## src/sv/rpa_ram.sv

```systemverilog
// rpa_ram: single write port, single read port memory with registered read
// no dependencies; used for the free list and the per-page tables
module rpa_ram #(
  parameter int DEPTH = 256,
  parameter int WIDTH = 8
) (
  input  logic                     clk,
  input  logic                     we,
  input  logic [$clog2(DEPTH)-1:0] waddr,
  input  logic [WIDTH-1:0]         wdata,
  input  logic [$clog2(DEPTH)-1:0] raddr,
  output logic [WIDTH-1:0]         rdata
);

  logic [WIDTH-1:0] mem [DEPTH];

  always_ff @(posedge clk) begin
    if (we) begin
      mem[waddr] <= wdata;
    end
  end

  always_ff @(posedge clk) begin
    rdata <= mem[raddr];
  end

endmodule

```

## config.mk

```make
export PLATFORM = sky130hd
export DESIGN_NAME = rpa_ram
export DESIGN_NICKNAME = d
export VERILOG_FILES = /design/src/sv/rpa_ram.sv
export SDC_FILE = /design/constraint.sdc
export NUM_CORES = 2
export LEC_CHECK = 0
export ABC_CLOCK_PERIOD_IN_PS = 2020
export BUFFER_PORTS_ARGS = -buffer_cell sky130_fd_sc_hd__buf_2
export CAP_MARGIN = 20
export CELL_PAD_IN_SITES_DETAIL_PLACEMENT = 1
export CELL_PAD_IN_SITES_GLOBAL_PLACEMENT = 2
export CORE_MARGIN = 5
export CORE_UTILIZATION = 46
export DETAILED_ROUTE_END_ITERATION = 12
export PLACE_DENSITY = 0.86
export SLEW_MARGIN = 20
export SYNTH_ARGS = -nofsm -noshare
export SYNTH_HDL_FRONTEND = slang
export SYNTH_SLANG_ARGS = --single-unit
export TNS_END_PERCENT = 30
```

## constraint.sdc

```tcl
create_clock -name clk -period 2.02 [get_ports clk]
set_input_delay 0.202 -clock clk [delete_from_list [all_inputs] [get_ports clk]]
set_output_delay 0.202 -clock clk [all_outputs]
set_load 0.005 [all_outputs]
```

Word-level counts from Yosys, hierarchy flattened
Memories as Yosys holds them, arrays and structs flattened. A register that Yosys moved wholly into a read port is not among the register bits. Cells that the tools add are included.

Multiplexer cells: 2.

Operator list (number): 2-to-1 mux 1 bit (2).

Bits in registers: 0. Memory bits (writable): 2048. Bits of input ports: 26. Output and inout port bits: 8. Word-level logic and storage cells: 3. Memories: 1.

Memory list: mem (words 256, width 8, rd ports 1, clocked after Yosys merged registers in 1, write ports 1, RTL line 15) `logic [WIDTH-1:0] mem [DEPTH];`.

Depth between registers and ports, before layout
Depth after elaboration: 2. Mapped depth: 11. Depth with buffers taken out: 6.

Worst setup path before layout
OpenSTA, ideal clock, no wires.

Path kind: input to register. Start point: in raddr[0]. End point: reg rdata[2], read port of mem. Arrival: 2.009 ns. Slack: -0.120 ns. Cell stages on the path: 9. Cells stage by stage: buf_6 > buf_12 > buf_8 > buf_2 > mux4_2 > a22oi_1 > a21oi_1 > nor4_1 > nor4_2.

RTL lines: start: declaration (RTL line 11) `input logic [$clog2(DEPTH)-1:0] raddr,`; end: declaration (RTL line 12) `output logic [WIDTH-1:0] rdata`.

==> flow_metrics.tcl <==
set metrics [dict create \
    yosys-mux-area-fraction_pct 14.6 \
    drt-wirelength-per-cell_um 33.9 \
    regArea_um2 61700 \
    firstDrtPassIters 6 \
    finalNetCount 4517 \
    clk_latency_worst_skew_pair_ns 0.85 \
    fmax_ghz 0.430 \
    clock_skew_ns 0.0393 \
    violations_in_the_final_reports "negative setup slack" \
    crit_path_cell_trace "mux4_1, a22oi_1, a31oi_1, nor4_1, buf_4, nor4_4" \
    fp.dieH_um 426 \
    totalNegativeSetupSlack_ns -1.93 \
    post-cts-setup-buffers 0 \
    run_status "finished with violations" \
    largest_family_of_logic_cells_by_synthesized_area "multiplexers" \
    ctsLongestPathBuffers 3 \
    vias_per_cell 6.32 \
    post-route-worst-setup-slack_ns -0.305 \
    synthesis_stage_register_bit_count 2056 \
    placed_cells_incl_taps 6593 \
    worstSetupStartpointType "flip-flop" \
    seqPwrFrac_pct 52.5 \
    core.rowCount 152 \
    fill_cells 14800 \
    syn-cell-area_um2 79600 \
    timing.max_cap.violations 0 \
    ys_seq_area_share_pct 77.5 \
    min_period_over_period_pct 115 \
    synth_cell_type_count 55 \
    ant_nets 0 \
    final_weighted_congestion_in_routability_driven_placement 0.848 \
    grt_remaining_overflow 0 \
    grt_util_all_layers_pct 25.9 \
    crit_path_arrival_time_ns 3.03 \
    ir_drop_v 0.000959 \
    slew_viol_final 0 \
    critical_path_required_ns 2.73 \
    cellPowerDensity_nw_per_um2 943 \
    cts_root_buf "sky130_fd_sc_hd__clkbuf_16" \
    synthFlopType "sky130_fd_sc_hd__edfxtp_1" \
    synth-async-reset-ratio_pct 0 \
    route.detailed.drc 0 \
    end_kind "flip-flop" \
    power_frac_comb_pct 6.0 \
    rsz_0062_raised_after_global_routing "yes" \
    post_synth_xor_area_fraction_pct 0 \
    area_growth_pct 19.6 \
    timing.hold.worst.class "input pin to flip-flop" \
    synth-warning-count 0 \
    buffer_ports.inserted 33 \
    synth_fa_ha_area_share_pct 0 \
    maximum_number_of_pins_on_one_net_before_global_route_repair 88 \
    vias 44000 \
    critical_path.max_fanout 1 \
    power.internal_mw 70.1 \
    final_hold_viols 0 \
    synth_compound_gate_area_share_pct 3.42 \
    switch_share_pct 21.9 \
    avgSynthCellArea_um2 21.3 \
    min_period_ns 2.32 \
    timing.setup.critical_path_class "flip-flop to flip-flop" \
    cts.htree.levels 4 \
    critical_path.slowest_cell "sky130_fd_sc_hd__mux4_1" \
    multiInputGateArea_um2 16900 \
    placeableCoreArea_um2 172000 \
    cts_num_sinks 2056 \
    synth_enable_flop_cells 2048 \
    netlist_instances 3733 \
    effective_utilization_at_floorplan_pct 46.3 \
    p_leak_nw 30.9 \
    tritoncts_clock_tree "yes" \
    half_perimeter_wire_length_after_placement_um 149000 \
    fp.dieW_um 426 \
    worst_slew_pin_slew_ns 0.840 \
    synth-simple-area-share_pct 2.63 \
    via_count_of_the_first_global_routing_pass 46500 \
    drive_above_1_share_pct 34.3 \
    worst_setup_hold_path_clk_slew_ns 0.07 \
    timing.final.setup_violations 8 \
    share_clk_of_total_power_pct 41.5 \
    tritoncts.num_buffers 200 \
    postSynthNetCount 3759 \
    antenna_violations_before_repair 4 \
    fin_cells 6966 \
    relSlewSlack_pct 44.0 \
    crit_path_max_incr_delay_ns 0.58 \
    grt_pass1_wl_um 340000 \
    floorplan.io_pins 34 \
    finalHoldWorstSlack_ns 0.0320 \
    die_area_um2 181000 \
    drt_iter0_drc 5897 \
    totalWireLength_um 236000 \
    switching_power_mw 19.7 \
]
==> layout by cell type (no fill, tap or decap), types with 6 or more instances in the layout <==
cell type and n:
sky130_fd_sc_hd__o211ai_1 10, sky130_fd_sc_hd__o22ai_1 28, sky130_fd_sc_hd__and2_1 6, sky130_fd_sc_hd__clkbuf_8 11, sky130_fd_sc_hd__edfxtp_1 2048, sky130_fd_sc_hd__a221oi_2 6
sky130_fd_sc_hd__clkbuf_1 39, sky130_fd_sc_hd__clkinvlp_4 11, sky130_fd_sc_hd__buf_12 98, sky130_fd_sc_hd__mux4_2 454, sky130_fd_sc_hd__nor4_1 9, sky130_fd_sc_hd__nand3_1 34
sky130_fd_sc_hd__buf_4 649, sky130_fd_sc_hd__nor3_2 6, sky130_fd_sc_hd__nand2b_1 8, sky130_fd_sc_hd__nor4_2 10, sky130_fd_sc_hd__o21ai_0 10, sky130_fd_sc_hd__clkinv_1 48
sky130_fd_sc_hd__nand4_1 10, sky130_fd_sc_hd__bufinv_16 19, sky130_fd_sc_hd__mux2i_1 134, sky130_fd_sc_hd__buf_2 22, sky130_fd_sc_hd__a22oi_1 129, sky130_fd_sc_hd__dfxtp_1 8
sky130_fd_sc_hd__nor2b_1 24, sky130_fd_sc_hd__nor2_1 277, sky130_fd_sc_hd__clkbuf_16 202, sky130_fd_sc_hd__dlygate4sd3_1 7, sky130_fd_sc_hd__nor4_4 8, sky130_fd_sc_hd__nor3_1 14
sky130_fd_sc_hd__nand2_1 33, sky130_fd_sc_hd__clkinv_2 29, sky130_fd_sc_hd__o221ai_1 45, sky130_fd_sc_hd__a221oi_1 8, sky130_fd_sc_hd__a22o_1 8, sky130_fd_sc_hd__a21oi_1 92
sky130_fd_sc_hd__a211oi_2 11
==> synthesized netlist by cell type, types with 13 or more instances <==
library cell               count  share of area, %
sky130_fd_sc_hd__edfxtp_1   2048                77
sky130_fd_sc_hd__mux4_2      454                13
sky130_fd_sc_hd__nor2_1      282               1.3
sky130_fd_sc_hd__mux2i_1     134               1.7
sky130_fd_sc_hd__a22oi_1     133               1.3
sky130_fd_sc_hd__clkbuf_1    111              0.52
sky130_fd_sc_hd__a21oi_1      96              0.60
sky130_fd_sc_hd__o221ai_1     46              0.51
sky130_fd_sc_hd__nand3_1      34              0.21
sky130_fd_sc_hd__nand2_1      33              0.16
sky130_fd_sc_hd__buf_2        31              0.20
sky130_fd_sc_hd__nor2b_1      31              0.24
sky130_fd_sc_hd__o22ai_1      28              0.22
sky130_fd_sc_hd__buf_4        27              0.25
sky130_fd_sc_hd__nor4_1       24              0.19
sky130_fd_sc_hd__buf_1        22              0.10
sky130_fd_sc_hd__nor3_1       22              0.14
sky130_fd_sc_hd__buf_6        21              0.30
sky130_fd_sc_hd__a211oi_1     16              0.15
sky130_fd_sc_hd__a221oi_1     13              0.14
sky130_fd_sc_hd__buf_8        13              0.25
==> flip-flops by register name, indices dropped and copies added, names as in the netlist <==
name / count
mem: 2048
rdata: 8
==> routing by layer <==
layer	share of wire, %	GRT usage, %
met5	0.0051	0
met4	5.6	13.4
met3	8.9	4.80
met2	50	42.9
met1	36	33.0
==> cells by family (layout without fill, tap and decap cells) <==
family / count (synthesis) / after routing
flip-flops: 2056 / 2056
multiplexers: 591 / 591
AND/OR/NAND/NOR: 466 / 466
AO/OA/AOI/OAI: 385 / 385
buffers and inverters: 235 / 1156
other: 0 / 2
==> what timing repair did <==
action / 4_1_cts / 5_1_grt
hold buffers: 7 / 0
pin swaps: 11 / 18
setup endpoints to repair: 8 / 8
gates resized for setup: 44 / 32
endpoints found under the hold margin: 274 / 0
==> through the flow <==
| stage | utilization (%) | power, mW | setup WS, ns | instance area, um2 |
|---|---|---|---|---|
| after global placement | 51.3 | 52.9 | -1.22 | 88200 |
| after detailed placement | 51.3 | 53.1 | -1.22 | 88200 |
| after CTS | 55.3 | 89.9 | -0.288 | 94900 |
| after floorplan | - | 50.3 | -0.0171 | 79800 |
| after global routing | 55.4 | 92.4 | -0.305 | 95100 |
| final | 55.4 | 89.7 | -0.305 | 95100 |
==> cell type report <==
cell class / instances / share of cell area (%)
inverters: 2 / 0.00789
diodes: 2 / 0.00526
well taps: 2310 / 3.04
multi-input cells: 1442 / 17.8
clock inverters: 121 / 1.27
repair buffers: 789 / 7.56
clock buffers: 244 / 5.51
flip-flops and latches: 2056 / 64.8
==> power groups by stage <==
stage                     sequential, mW  combinational (mW)  clock (mW)
after floorplan                     48.0                2.34           0
after global placement              48.0                4.88           0
after detailed placement            48.0                5.10           0
after CTS                           47.1                5.27        37.5
after global routing                47.1                5.54        39.8
final                               47.1                5.40        37.2
==> path summary, 6_finish.rpt <==
check	slack, ns	startpoint	cells after the start	end
hold / removal	0.03	wdata[6]	1	mem[70][6]$_DFFE_PP_
setup / recovery	-0.30	mem[181][5]$_DFFE_PP_	6	rdata[5]$_DFF_P_
hold reg to reg	1.22	mem[40][6]$_DFFE_PP_	6	rdata[6]$_DFF_P_
setup reg to reg	-0.30	mem[181][5]$_DFFE_PP_	6	rdata[5]$_DFF_P_
==> worst max-delay path: cells and delay by family (launching register included) <==
kind / cells / cell delay (ns)
flip-flops: 1 / 0.42
buffers and inverters: 1 / 0.22
AO/OA/AOI/OAI: 2 / 0.48
multiplexers: 1 / 0.58
AND/OR/NAND/NOR: 2 / 0.50
(Power assumes the default switching activity.)
